===== src/hdl/slrg_pkg.sv =====
`timescale 1ns / 1ps
`default_nettype none

package slrg_pkg;

  localparam int unsigned DIVN_W = 48;
  localparam int unsigned DIVD_W = 34;
  localparam int unsigned DCNT_W = $clog2(DIVN_W);

  localparam logic [1:0] CFG_ALPHA_FREQ = 2'd0;
  localparam logic [1:0] CFG_FIRST_SCALE = 2'd1;
  localparam logic [1:0] CFG_ALPHA_SQ = 2'd2;
  localparam logic [1:0] CFG_ALPHA_X20K = 2'd3;

  localparam logic [31:0] RST_ALPHA_FREQ = 32'd3141592;
  localparam logic [15:0] RST_FIRST_SCALE = 16'd6760;
  localparam logic [31:0] RST_ALPHA_SQ = 32'd628318530;
  localparam logic [15:0] RST_ALPHA_X20K = 16'd628;

  localparam logic ACT_MOVE = 1'b0;
  localparam logic ACT_EVENT = 1'b1;

  localparam logic [15:0] MOVE_DELAY = 16'd100;
  localparam logic [15:0] SINGLE_DELAY = 16'd1000;
  localparam logic [33:0] SCALE_DIV = 34'd100;
  localparam logic [31:0] SQ_TOP_BIT = 32'h4000_0000;

  typedef enum logic [1:0] {
    PH_STOP  = 2'd0,
    PH_ACCEL = 2'd1,
    PH_RUN   = 2'd2,
    PH_DECEL = 2'd3
  } phase_e;

  typedef enum logic [4:0] {
    S_IDLE,
    S_DECODE,
    S_DEN_MUL,
    S_DEN_DIV,
    S_MIN_DIV,
    S_T_DIV,
    S_ROOT,
    S_FIRST_MUL,
    S_FIRST_DIV,
    S_MAXS_MUL,
    S_MAXS_DIV,
    S_AL_MUL,
    S_AL_DIV,
    S_DV_CHK,
    S_DV_MUL,
    S_DV_DIV,
    S_MV_FIN,
    S_MV_TAIL,
    S_EV_DIV,
    S_OUT
  } seq_e;

  typedef struct packed {
    logic               action;
    logic signed [31:0] move_steps;
    logic [15:0]        accel_rate;
    logic [15:0]        decel_rate;
    logic [15:0]        top_speed;
  } in_word_t;

  typedef struct packed {
    logic [15:0] compare_delay;
    logic        running;
    logic        direction;
    logic [1:0]  ramp_state;
  } out_word_t;

  function automatic logic [15:0] sat16(input logic signed [49:0] v);
    logic [15:0] r;
    if (v < 50'sd0) begin
      r = 16'd0;
    end else if (v > 50'sd65535) begin
      r = 16'hFFFF;
    end else begin
      r = v[15:0];
    end
    return r;
  endfunction

endpackage

`default_nettype wire


===== src/hdl/slrg_div.sv =====
`timescale 1ns / 1ps
`default_nettype none

module slrg_div
  import slrg_pkg::*;
(
  input  wire logic              clk_i,
  input  wire logic              rst_ni,
  input  wire logic              start_i,
  input  wire logic [DIVN_W-1:0] dividend_i,
  input  wire logic [DIVD_W-1:0] divisor_i,
  output logic                   done_o,
  output logic [DIVN_W-1:0]      quot_o,
  output logic [DIVD_W-1:0]      rem_o
);

  localparam logic [DCNT_W-1:0] LAST = DCNT_W'(DIVN_W - 1);

  logic              busy_q, done_q;
  logic [DCNT_W-1:0] cnt_q;
  logic [DIVN_W-1:0] quo_q;
  logic [DIVD_W-1:0] rem_q, dsr_q;
  logic [DIVD_W:0]   trial;
  logic [DIVD_W+1:0] diff;
  logic              take;

  assign trial = {rem_q, quo_q[DIVN_W-1]};
  assign diff  = {1'b0, trial} - {2'b00, dsr_q};
  assign take  = ~diff[DIVD_W+1];

  always_ff @(posedge clk_i or negedge rst_ni) begin
    if (!rst_ni) begin
      busy_q <= 1'b0;
      done_q <= 1'b0;
      cnt_q  <= '0;
    end else begin
      done_q <= busy_q && (cnt_q == LAST);
      if (start_i) begin
        busy_q <= 1'b1;
        cnt_q  <= '0;
      end else if (busy_q) begin
        cnt_q <= cnt_q + 1'b1;
        if (cnt_q == LAST) begin
          busy_q <= 1'b0;
        end
      end
    end
  end

  always_ff @(posedge clk_i) begin
    if (start_i) begin
      quo_q <= dividend_i;
      rem_q <= '0;
      dsr_q <= divisor_i;
    end else if (busy_q) begin
      rem_q <= take ? diff[DIVD_W-1:0] : trial[DIVD_W-1:0];
      quo_q <= {quo_q[DIVN_W-2:0], take};
    end
  end

  assign done_o = done_q;
  assign quot_o = quo_q;
  assign rem_o  = rem_q;

endmodule

`default_nettype wire


===== src/hdl/slrg_isqrt.sv =====
`timescale 1ns / 1ps
`default_nettype none

module slrg_isqrt
  import slrg_pkg::*;
(
  input  wire logic        clk_i,
  input  wire logic        rst_ni,
  input  wire logic        start_i,
  input  wire logic [31:0] value_i,
  output logic             done_o,
  output logic [16:0]      root_o
);

  logic        busy_q, done_q;
  logic [31:0] x_q, r_q, bit_q;
  logic [32:0] sum;
  logic        take;

  assign sum  = {1'b0, r_q} + {1'b0, bit_q};
  assign take = sum <= {1'b0, x_q};

  always_ff @(posedge clk_i or negedge rst_ni) begin
    if (!rst_ni) begin
      busy_q <= 1'b0;
      done_q <= 1'b0;
    end else begin
      done_q <= busy_q && bit_q[0];
      if (start_i) begin
        busy_q <= 1'b1;
      end else if (busy_q && bit_q[0]) begin
        busy_q <= 1'b0;
      end
    end
  end

  always_ff @(posedge clk_i) begin
    if (start_i) begin
      x_q   <= value_i;
      r_q   <= '0;
      bit_q <= SQ_TOP_BIT;
    end else if (busy_q) begin
      if (take) begin
        x_q <= x_q - sum[31:0];
      end
      r_q   <= (r_q >> 1) + (take ? bit_q : 32'd0);
      bit_q <= bit_q >> 2;
    end
  end

  // round up when the leftover exceeds the root
  assign root_o = (r_q < x_q) ? (r_q[16:0] + 17'd1) : r_q[16:0];
  assign done_o = done_q;

endmodule

`default_nettype wire


===== src/hdl/stepper_linear_ramp_generator.sv =====
// channel | signals                              | direction
// in      | in_valid_i, in_ready_o, in_word_i    | command or compare event word
// out     | out_valid_o, out_ready_i, out_word_o | delay and status word
// cfg     | cfg_we_i, cfg_idx_i, cfg_data_i      | register write, no wait
// a move runs the shared divider for den, min delay, ramp time, first delay, max speed and
// accel length, then decel length if needed, with the square root after the ramp time
// an event that advances accel or decel makes a divider pass, other events need none
// a move is dropped at decode, or after the first divide when the accel term rounds to zero
// one word in flight at a time; in_ready_o is high only while the sequencer idles
// a finished word waits in the output register, the next word may enter meanwhile
`timescale 1ns / 1ps
`default_nettype none

module stepper_linear_ramp_generator
  import slrg_pkg::*;
#(
  parameter int unsigned EVENTS_PER_STEP = 2
) (
  input  wire logic      clk_i,
  input  wire logic      rst_ni,
  input  wire logic      in_valid_i,
  output logic           in_ready_o,
  input  wire in_word_t  in_word_i,
  output logic           out_valid_o,
  input  wire logic      out_ready_i,
  output out_word_t      out_word_o,
  input  wire logic      cfg_we_i,
  input  wire logic [1:0] cfg_idx_i,
  input  wire logic [31:0] cfg_data_i
);

  localparam int unsigned TOG_W = (EVENTS_PER_STEP > 1) ? $clog2(EVENTS_PER_STEP) : 1;
  localparam logic [TOG_W:0] TOG_WRAP = (TOG_W + 1)'(EVENTS_PER_STEP);

  seq_e state_q, state_d;

  logic [31:0] afx_q, asq_q;
  logic [15:0] fds_q, ax_q;

  logic               dir_q, running_q;
  phase_e             phase_q;
  logic [15:0]        cur_q, min_q, last_q, shown_q;
  logic [31:0]        dstart_q, steps_q;
  logic signed [32:0] dlen_q, ri_q;
  logic [33:0]        rem_q;
  logic [TOG_W-1:0]   tog_q;

  logic [31:0] mag_q, den_q, maxs_q, al_q, sq_in_q;
  logic        ndir_q;
  logic [15:0] acc_q, dec_q, spd_q;
  logic [16:0] root_q;
  logic [48:0] prod_q;
  logic        go_q;

  logic        out_valid_q;
  out_word_t   out_q;

  logic              in_acc, out_load, tog_hit, div_state, div_start, sq_start;
  logic [TOG_W:0]    tog_inc;
  logic [31:0]       raw, mul_a;
  logic [16:0]       mul_b, ad_sum;
  logic [DIVN_W-1:0] div_a, div_q;
  logic [DIVD_W-1:0] div_b, div_r;
  logic              div_done, sq_done;
  logic [16:0]       sq_root;
  logic signed [34:0] dd, dd_neg;
  logic [33:0]       dd_mag;
  logic [34:0]       num;
  logic signed [49:0] nxt_wide;
  logic [15:0]       nxt;
  logic [31:0]       len_dv, len_al, steps_inc;
  logic [15:0]       div_sat;

  assign in_ready_o = (state_q == S_IDLE);
  assign in_acc     = in_valid_i && in_ready_o;
  assign out_load   = (state_q == S_OUT) && (!out_valid_q || out_ready_i);
  assign tog_inc    = {1'b0, tog_q} + 1'b1;
  assign tog_hit    = tog_inc >= TOG_WRAP;
  assign raw        = in_word_i.move_steps;
  assign ad_sum     = {1'b0, acc_q} + {1'b0, dec_q};
  assign steps_inc  = steps_q + 32'd1;

  // recurrence divisor is 4*index+1, never zero
  assign dd     = {ri_q, 2'b01};
  assign dd_neg = -dd;
  assign dd_mag = ri_q[32] ? dd_neg[33:0] : dd[33:0];
  assign num    = {18'd0, cur_q, 1'b0} + {1'b0, rem_q};
  assign nxt_wide = ri_q[32] ? ($signed({34'd0, cur_q}) + $signed({2'b00, div_q}))
                             : ($signed({34'd0, cur_q}) - $signed({2'b00, div_q}));
  assign nxt      = sat16(nxt_wide);
  assign div_sat  = sat16($signed({2'b00, div_q}));

  assign len_al = mag_q - al_q;
  assign len_dv = (div_q == '0) ? 32'd1
                : (div_q > {16'd0, mag_q}) ? mag_q : div_q[31:0];

  always_comb begin
    mul_a = '0;
    mul_b = '0;
    unique case (state_q)
      S_DEN_MUL: begin
        mul_a = {16'd0, ax_q};
        mul_b = {1'b0, acc_q};
      end
      S_FIRST_MUL: begin
        mul_a = {16'd0, fds_q};
        mul_b = root_q;
      end
      S_MAXS_MUL: begin
        mul_a = {16'd0, spd_q};
        mul_b = {1'b0, spd_q};
      end
      S_AL_MUL: begin
        mul_a = mag_q;
        mul_b = {1'b0, dec_q};
      end
      S_DV_MUL: begin
        mul_a = maxs_q;
        mul_b = {1'b0, acc_q};
      end
      default: begin
        mul_a = '0;
        mul_b = '0;
      end
    endcase
  end

  always_comb begin
    div_a     = '0;
    div_b     = 34'd1;
    div_state = 1'b1;
    unique case (state_q)
      S_DEN_DIV, S_FIRST_DIV: begin
        div_a = prod_q[DIVN_W-1:0];
        div_b = SCALE_DIV;
      end
      S_MIN_DIV: begin
        div_a = {16'd0, afx_q};
        div_b = {18'd0, spd_q};
      end
      S_T_DIV: begin
        div_a = {16'd0, asq_q};
        div_b = {18'd0, acc_q};
      end
      S_MAXS_DIV: begin
        div_a = prod_q[DIVN_W-1:0];
        div_b = {2'd0, den_q};
      end
      S_AL_DIV: begin
        div_a = prod_q[DIVN_W-1:0];
        div_b = {17'd0, ad_sum};
      end
      S_DV_DIV: begin
        div_a = prod_q[DIVN_W-1:0];
        div_b = {18'd0, dec_q};
      end
      S_EV_DIV: begin
        div_a = {13'd0, num};
        div_b = dd_mag;
      end
      default: begin
        div_state = 1'b0;
      end
    endcase
  end

  assign div_start = div_state && !go_q;
  assign sq_start  = (state_q == S_ROOT) && !go_q;

  slrg_div u_div (
    .clk_i      (clk_i),
    .rst_ni     (rst_ni),
    .start_i    (div_start),
    .dividend_i (div_a),
    .divisor_i  (div_b),
    .done_o     (div_done),
    .quot_o     (div_q),
    .rem_o      (div_r)
  );

  slrg_isqrt u_sqrt (
    .clk_i   (clk_i),
    .rst_ni  (rst_ni),
    .start_i (sq_start),
    .value_i (sq_in_q),
    .done_o  (sq_done),
    .root_o  (sq_root)
  );

  always_comb begin
    state_d = state_q;
    unique case (state_q)
      S_IDLE: begin
        if (in_acc) begin
          if (in_word_i.action == ACT_MOVE) begin
            state_d = S_DECODE;
          end else if (running_q) begin
            if (tog_hit && (phase_q == PH_ACCEL || phase_q == PH_DECEL)) begin
              state_d = S_EV_DIV;
            end else begin
              state_d = S_OUT;
            end
          end
        end
      end
      S_DECODE: begin
        priority if (mag_q == 32'd0) begin
          state_d = S_IDLE;
        end else if (mag_q == 32'd1) begin
          state_d = S_MV_TAIL;
        end else if (acc_q == 16'd0 || spd_q == 16'd0) begin
          state_d = S_IDLE;
        end else begin
          state_d = S_DEN_MUL;
        end
      end
      S_DEN_MUL:   state_d = S_DEN_DIV;
      S_DEN_DIV:   if (div_done) state_d = (div_q == '0) ? S_IDLE : S_MIN_DIV;
      S_MIN_DIV:   if (div_done) state_d = S_T_DIV;
      S_T_DIV:     if (div_done) state_d = S_ROOT;
      S_ROOT:      if (sq_done) state_d = S_FIRST_MUL;
      S_FIRST_MUL: state_d = S_FIRST_DIV;
      S_FIRST_DIV: if (div_done) state_d = S_MAXS_MUL;
      S_MAXS_MUL:  state_d = S_MAXS_DIV;
      S_MAXS_DIV:  if (div_done) state_d = S_AL_MUL;
      S_AL_MUL:    state_d = S_AL_DIV;
      S_AL_DIV:    if (div_done) state_d = S_DV_CHK;
      S_DV_CHK: begin
        state_d = (al_q <= maxs_q || dec_q == 16'd0) ? S_MV_FIN : S_DV_MUL;
      end
      S_DV_MUL:    state_d = S_DV_DIV;
      S_DV_DIV:    if (div_done) state_d = S_MV_FIN;
      S_MV_FIN:    state_d = S_MV_TAIL;
      S_MV_TAIL:   state_d = S_OUT;
      S_EV_DIV:    if (div_done) state_d = S_OUT;
      S_OUT:       if (out_load) state_d = S_IDLE;
      default:     state_d = S_IDLE;
    endcase
  end

  always_ff @(posedge clk_i or negedge rst_ni) begin
    if (!rst_ni) begin
      state_q <= S_IDLE;
    end else begin
      state_q <= state_d;
    end
  end

  always_ff @(posedge clk_i or negedge rst_ni) begin
    if (!rst_ni) begin
      afx_q <= RST_ALPHA_FREQ;
      fds_q <= RST_FIRST_SCALE;
      asq_q <= RST_ALPHA_SQ;
      ax_q  <= RST_ALPHA_X20K;
    end else if (cfg_we_i) begin
      unique case (cfg_idx_i)
        CFG_ALPHA_FREQ:  afx_q <= cfg_data_i;
        CFG_FIRST_SCALE: fds_q <= cfg_data_i[15:0];
        CFG_ALPHA_SQ:    asq_q <= cfg_data_i;
        CFG_ALPHA_X20K:  ax_q  <= cfg_data_i[15:0];
        default:         afx_q <= afx_q;
      endcase
    end
  end

  always_ff @(posedge clk_i or negedge rst_ni) begin
    if (!rst_ni) begin
      go_q        <= 1'b0;
      out_valid_q <= 1'b0;
    end else begin
      if (div_start || sq_start) begin
        go_q <= 1'b1;
      end else if (div_done || sq_done) begin
        go_q <= 1'b0;
      end
      if (out_load) begin
        out_valid_q <= 1'b1;
      end else if (out_ready_i) begin
        out_valid_q <= 1'b0;
      end
    end
  end

  always_ff @(posedge clk_i) begin
    if (out_load) begin
      out_q.compare_delay <= shown_q;
      out_q.running       <= running_q;
      out_q.direction     <= dir_q;
      out_q.ramp_state    <= phase_q;
    end
    if (state_d != state_q || state_q != S_IDLE) begin
      prod_q <= 49'(mul_a * mul_b);
    end
    if (in_acc) begin
      mag_q  <= raw[31] ? (~raw + 32'd1) : raw;
      ndir_q <= raw[31];
      acc_q  <= in_word_i.accel_rate;
      dec_q  <= in_word_i.decel_rate;
      spd_q  <= in_word_i.top_speed;
    end
    if (div_done) begin
      unique case (state_q)
        S_DEN_DIV:  den_q   <= div_q[31:0];
        S_T_DIV:    sq_in_q <= div_q[31:0];
        S_MAXS_DIV: maxs_q  <= (div_q == '0) ? 32'd1 : div_q[31:0];
        S_AL_DIV:   al_q    <= (div_q == '0) ? 32'd1 : div_q[31:0];
        default:    den_q   <= den_q;
      endcase
    end
    if (sq_done) begin
      root_q <= sq_root;
    end
  end

  always_ff @(posedge clk_i or negedge rst_ni) begin
    if (!rst_ni) begin
      dir_q     <= 1'b0;
      phase_q   <= PH_STOP;
      cur_q     <= '0;
      min_q     <= '0;
      dstart_q  <= '0;
      dlen_q    <= '0;
      ri_q      <= '0;
      steps_q   <= '0;
      rem_q     <= '0;
      last_q    <= '0;
      tog_q     <= '0;
      running_q <= 1'b0;
      shown_q   <= '0;
    end else begin
      unique case (state_q)
        S_IDLE: begin
          if (in_acc && in_word_i.action == ACT_EVENT && running_q) begin
            shown_q <= cur_q;
            if (!tog_hit) begin
              tog_q <= tog_inc[TOG_W-1:0];
            end else begin
              tog_q <= '0;
              unique case (phase_q)
                PH_STOP: begin
                  steps_q   <= '0;
                  rem_q     <= '0;
                  running_q <= 1'b0;
                end
                PH_RUN: begin
                  steps_q <= steps_inc;
                  if (steps_inc >= dstart_q) begin
                    ri_q    <= dlen_q;
                    cur_q   <= last_q;
                    phase_q <= PH_DECEL;
                  end else begin
                    cur_q <= min_q;
                  end
                end
                default: begin
                  steps_q <= steps_inc;
                  ri_q    <= ri_q + 33'sd1;
                end
              endcase
            end
          end
        end
        S_DECODE: begin
          if (mag_q == 32'd0) begin
            dir_q <= ndir_q;
          end else if (mag_q == 32'd1) begin
            dir_q   <= ndir_q;
            ri_q    <= '1;
            phase_q <= PH_DECEL;
            cur_q   <= SINGLE_DELAY;
          end
        end
        S_DEN_DIV: begin
          if (div_done && div_q != '0) begin
            dir_q <= ndir_q;
          end
        end
        S_MIN_DIV: begin
          if (div_done) begin
            min_q <= div_sat;
          end
        end
        S_FIRST_DIV: begin
          if (div_done) begin
            cur_q <= div_sat;
          end
        end
        S_DV_CHK: begin
          if (al_q <= maxs_q || dec_q == 16'd0) begin
            dlen_q   <= -$signed({1'b0, len_al});
            dstart_q <= mag_q - len_al;
          end
        end
        S_DV_DIV: begin
          if (div_done) begin
            dlen_q   <= -$signed({1'b0, len_dv});
            dstart_q <= mag_q - len_dv;
          end
        end
        S_MV_FIN: begin
          ri_q <= '0;
          if (cur_q <= min_q) begin
            cur_q   <= min_q;
            phase_q <= PH_RUN;
          end else begin
            phase_q <= PH_ACCEL;
          end
        end
        S_MV_TAIL: begin
          steps_q   <= '0;
          rem_q     <= '0;
          tog_q     <= '0;
          running_q <= 1'b1;
          shown_q   <= MOVE_DELAY;
        end
        S_EV_DIV: begin
          if (div_done) begin
            rem_q <= div_r;
            cur_q <= nxt;
            if (phase_q == PH_ACCEL) begin
              if (steps_q >= dstart_q) begin
                ri_q    <= dlen_q;
                phase_q <= PH_DECEL;
              end else if (nxt <= min_q) begin
                last_q  <= nxt;
                cur_q   <= min_q;
                rem_q   <= '0;
                phase_q <= PH_RUN;
              end
            end else if (!ri_q[32]) begin
              phase_q <= PH_STOP;
            end
          end
        end
        default: begin
          shown_q <= shown_q;
        end
      endcase
    end
  end

  assign out_valid_o = out_valid_q;
  assign out_word_o  = out_q;

endmodule

`default_nettype wire


===== config.mk =====
export PLATFORM = sky130hd
export DESIGN_NAME = stepper_linear_ramp_generator
export DESIGN_NICKNAME = d
export VERILOG_FILES = /design/src/hdl/slrg_pkg.sv /design/src/hdl/slrg_div.sv /design/src/hdl/slrg_isqrt.sv /design/src/hdl/stepper_linear_ramp_generator.sv
export SDC_FILE = /design/constraint.sdc
export NUM_CORES = 2
export LEC_CHECK = 0
export BUFFER_PORTS_ARGS = -buffer_cell sky130_fd_sc_hd__buf_2
export CORE_ASPECT_RATIO = 1.75
export CORE_UTILIZATION = 45
export DETAILED_ROUTE_END_ITERATION = 8
export GPL_TIMING_DRIVEN = 0
export SETUP_SLACK_MARGIN = 0.2
export SLEW_MARGIN = 20
export SYNTH_ARGS = -nofsm -noshare
export SYNTH_HDL_FRONTEND = slang
export SYNTH_HIERARCHICAL = 1
export SYNTH_SLANG_ARGS = --single-unit

===== constraint.sdc =====
create_clock -name clk_i -period 14.6 [get_ports clk_i]
set_input_delay 2.92 -clock clk_i [delete_from_list [all_inputs] [get_ports clk_i]]
set_output_delay 2.92 -clock clk_i [all_outputs]
set_load 0.1 [all_outputs]

======== Yosys cells after proc, flatten, opt, wreduce, memory -nomap -nowiden ========
Index checks and enable logic that the tools add are counted.
word-level totals
  register bits ........................... 836
  bits of input ports ..................... 120
  word-level logic and storage cells ...... 316
operators by class
  add/subtract/negate cells ............... 20
  $mul .................................... 1
  order comparisons ....................... 12
  equal/unequal tests ..................... 48
  mux-type cells .......................... 120
  bitwise gates (word level) .............. 3
  reductions and logical operators ........ 65
operators with widths
  kind                   count
  $mux 32                11
  $mux 33                10
  $mux 34                9
  $mux 16                16
  $pmux 34 s7            1
  $pmux 48 s4            1
  $pmux 32 s5            1
  $pmux 33 s2            2
  $pmux 33 s4            1
  $pmux 32 s2            2
  $sub 32x32->32         4
  $pmux 34 s3            1
  $pmux 5 s20            1
  $mux 48                2
  $mux 5                 16
  $pmux 16 s5            1
  $pmux 17 s4            1
  $neg 32->33            2
  $add 32x1->32 const B  2
  $ge 32x32->1           2
  $mux 31                2
  $gt 50x17->1 const B   1
  $lt 50x1->1 const B    1
  $mux 50                1
  other kinds (66)       178

======== Depth between registers and ports, before layout ========
  word-level depth ........................ 11
  mapped depth ............................ 35
  mapped depth without buffers ............ 31

======== Modules after synthesis ========
Netlist, hierarchy kept.
by module, submodules not included
  module                         times used  cells an instance  area each (um^2)  seq. area each (um^2)
  stepper_linear_ramp_generator  1           6572               59464.5           17286.6
  slrg_isqrt                     1           1132               9044.9            1971.9
  slrg_div                       1           658                7110.6            3343.2

======== Worst setup path before layout ========
OpenSTA, ideal clock, no wires.
  path type ............................... flip-flop to flip-flop
  start ................................... register state_q[1]
  end ..................................... register prod_q[47] (data pin)
  data arrival time ....................... 8.520 ns
  data required time ...................... 14.340 ns
  path slack .............................. 5.820 ns
  stages on the path, launching flop included .. 31
  period minus slack after synthesis ...... 8.780 ns
  path through ............................ dfrtp_1 -> clkbuf_1 -> nand2_1 -> nor4_1 -> or2_2 -> clkbuf_1 -> clkbuf_1 -> a221o_1 -> clkbuf_1 -> nand2_1 -> fa_1 -> fa_1 -> inv_1 -> fa_1 -> inv_1 -> fa_1 -> fa_1 -> inv_1 -> fa_1 -> ha_1 -> a21o_1 -> a21o_1 -> a221oi_1 -> a211oi_1 -> a221oi_1 -> o311a_1 -> or3_1 -> o21ai_0 -> nor4_1 -> nor3_1 -> xnor2_1
between the ends
  word-level cells in the longest chain between the ends .. 4
ends and longest elaborated chain
  element                                          line                                  RTL
  from (decl)                                      stepper_linear_ramp_generator.sv:35   seq_e state_q, state_d;
  from (signal assigned)                           stepper_linear_ramp_generator.sv:245  state_q <= state_d;
  $eq 5x4->1 / $eq 5x2->1 (equally long branches)  stepper_linear_ramp_generator.sv:100  unique case (state_q)
  $reduce_or 2->1 (no line)                        --
  $pmux 17 s4                                      stepper_linear_ramp_generator.sv:100
  $mul 32x17->48 *                                 stepper_linear_ramp_generator.sv:292  prod_q <= 49'(mul_a * mul_b);
  to (signal assigned)                             stepper_linear_ramp_generator.sv:292
  to (decl)                                        stepper_linear_ramp_generator.sv:52   logic [48:0] prod_q;
Every way passes the cells marked *; elsewhere a longest branch is shown, timed or not.
A chain may end at the register's enable or synchronous reset.

======== Worst setup path after layout ========
  start ................................... register state_q[1]
  end ..................................... register prod_q[45] (data pin)
The elaborated chain is that of the path after synthesis.

==> summary.md <==
| Metric | Value |
|---|---|
| Total track usage | 38.7% |
| Hold-fix buffer count after cts | 0 |
| DR pass1 iterations | 7 |
| Crit path max-delay family | compound AO/OA/AOI/OAI gates |
| Core area | 166,000 µm² |
| Initial antenna violation count | 31 |
| Clk buf depth | 3 |
| Io pins | 142 |
| Crit path buf inv count | 9 |
| Area Overhead vs Synth | 9.42% |
| Fin Setup TNS | 0 ns |
| EDFF count, synth | 408 |
| Port bufs | 141 |
| Max frequency | 0.0797 GHz |
| Clock transition at the registers of the reported paths | 0.07 ns |
| CP Capture Type | register |
| Hold Path Class | reg2reg |
| Max Cap Viol | 0 |
| Worst Max-Slew Pin Slew | 1.40 ns |
| Rows | 198 |
| Die width | 312 µm |
| Vias/cell | 6.26 |
| Nets | 9,788 |
| Synth warn | 6 |
| Finish-stage setup viols | 0 |
| Pin count of the biggest net entering global routing | 98 |
| Final Cycle Share | 85.9% |
| Post-synthesis sequential area ratio | 29.9% |
| Grt ovf | 0 |
| Vias in the first global route | 68,698 |
| Critical Path RT | 15.08 ns |
| Leading cell types in the layout, fill and taps excluded | nand2_1 (996), inv_1 (846), ha_1 (574) |
| Commonest non-fill, non-tap cell in the layout | nand2_1 |
| LEAKAGE | 0.0360 µW |
| Synth cell types | 117 |
| Worst hold slack | 0.437 ns |
| Internal | 4290 µW |
| TritonCTS buffer count | 88 |
| Max Fanout on Critical Path | 10 |
| CTS H-Tree Depth | 3 |
| Gpl congestion | 1.06 |
| Crit Path Class | reg2reg |
| Final wirelength | 332,000 µm |
| Clock Skew | 0.0570 ns |
| FFs w/ async S/R, synth | 41.4% |
| CTS tree | yes |
| Final Util | 49.7% |
| Primary FF master, synth | edfxtp_1 |
| Global-route wire length before repair | 474,000 µm |
| CTS root buf | clkbuf_16 |
| Routed Antenna Nets | 0 |
| Clk sinks | 836 |
| Share of layout cells above drive strength 1 | 7.60% |
| P_sw | 1900 µW |
| Die area | 170,000 µm² |
| Most used cell, CP | fa_1 |
| FILL cells | 16,085 |
| Flop-to-flop setup slack | 2.06 ns |
| Number of remaining DRC errors | 0 |
| Critical path arrival | 13.02 ns |
| Vias | 68,347 |
| WL/cell | 30.4 µm |
| Iter 0 DRT Violations | 7,275 |
| Startpoint types | register |
| Initial Utilization | 45.4% |
| CTS resizes | 0 |
| Slowest library cell on the worst path | a221oi_1 |
| Clock group share of total power | 39.3% |
| Placed Cells | 10,746 |
| Post-Layout Cell Count | 10,923 |
| Pwr Density | 74.8 nW/µm² |
| Post-CTS setup buffers | 0 |
| Synthesized netlist cell count | 8,362 |
| Sequential fraction of design power | 46.2% |
| RSZ-0062 raised after global routing | no |
| Final number of hold-violating endpoints | 0 |
| Max IR drop VDD | 81.9 µV |
| Fin crit period | 12.54 ns |
| Die Y | 544 µm |
| Slew Viols, Final | 0 |
| Max incr delay on CP | 1.01 ns |
| HPWL Detailed | 267,000 µm |
| Comb pwr share | 14.5% |
| Skew-Pair Late Insertion Delay | 0.74 ns |
| Mapped Avg Cell Area | 9.04 µm² |
| Mapped cell area | 75,600 µm² |
| Flops & latches, synth | 836 |
| Sw Share | 30.7% |
| Status | completed |
| Slew Limit Headroom | 6.38% |
power groups by stage:
stage	logic (µW)	clock network (µW)	registers [µW]
after floorplan	587	0	2730
after global placement	826	0	2900
after detailed placement	858	0	2890
after CTS	863	2450	2850
after global routing	963	2520	2850
final	897	2430	2860
per-layer routing:
metal	share of wire (%)	vias to the layer above	track usage, %
li1	-	30100	-
met1	35	33741	42.0
met2	47	3344	64.9
met3	7.5	1140	7.50
met4	10	22	33.6
met5	0.048	-	0
registers in the layout, summed over array words and instances (netlist names), 32 cells and up:
signal and flops:
maxs_q 32, rem_q 34, al_q 32, dstart_q 32, u_div/dsr_q 34, afx_q 32, u_sqrt/x_q 32, asq_q 32
u_sqrt/r_q 32, u_div/quot_o 48, prod_q 48, dlen_q 33, u_div/rem_o 34, ri_q 33, sq_in_q 32, mag_q 32
den_q 32, steps_q 32
final cells by class:
class,count,area [µm²],share of cell area (%)
antenna,10,25.0,0.0302
buffer,456,1830,2.21
clock buffer,112,2440,2.95
clock inverter,53,569,0.688
inverter,849,3190,3.85
multi-input combinational,6234,48200,58.3
sequential,836,22600,27.3
tap,2200,2750,3.33
timing repair buffer,173,1140,1.38
cells by family after synthesis:
| group | count (synthesis) | share of synthesized area [%] |
|---|---|---|
| AOI/OAI and AO/OA | 2030 | 18.1 |
| xor gates and xnor gates | 396 | 4.59 |
| adders and majority gates | 1030 | 21.6 |
| buffers and inverters | 1305 | 6.63 |
| DFF | 836 | 29.9 |
| muxes | 236 | 3.38 |
| other | 2 | 0.00993 |
| and+or+nand+nor | 2527 | 15.9 |
synthesized netlist by cell type (all sizes together) (53+ instances only):
cell | count | share of area, %
nand2 | 997 | 5.0
inv | 848 | 4.2
ha | 574 | 9.5
nor2 | 516 | 2.6
o21ai | 473 | 3.1
fa | 456 | 12
a21oi | 452 | 3.0
edfxtp | 408 | 16
clkbuf | 386 | 1.9
dfrtp | 306 | 10
xnor2 | 257 | 3.0
nand3 | 177 | 1.2
mux2 | 155 | 2.3
nor3 | 155 | 1.0
a21o | 148 | 1.5
xor2 | 139 | 1.6
nand4 | 116 | 0.98
a211oi | 98 | 1.0
a31oi | 86 | 0.71
a22o | 85 | 0.98
dfxtp | 82 | 2.2
mux2i | 81 | 1.1
and2 | 78 | 0.65
nor4 | 78 | 0.68
o211ai | 75 | 0.77
buf | 70 | 0.50
a22oi | 69 | 0.69
nor2b | 65 | 0.54
nand2b | 59 | 0.49
and3 | 56 | 0.46
or3 | 55 | 0.46
a221oi | 53 | 0.61
metrics by stage:
stage / worst slack (ns) / total power (µW) / instance area (µm²)
after floorplan: 5.82 / 3310 / 75700
after global placement: 1.54 / 3730 / 79100
after detailed placement: 2.47 / 3750 / 79700
after CTS: 2.43 / 6150 / 82700
after global routing: 1.93 / 6340 / 82700
final: 2.06 / 6190 / 82700
path summary, 6_finish.rpt:
check,to,cells past startpoint,from
hold reg to reg,out_word_o[5],0,shown_q[1]
hold / removal,out_word_o[5],0,shown_q[1]
setup reg to reg,prod_q[45],31,state_q[1]
max in group asynchronous,afx_q[17],4,rst_ni
setup / recovery,prod_q[45],31,state_q[1]
min in group asynchronous,steps_q[18],1,rst_ni
Power figures use the tool's default switching activity.
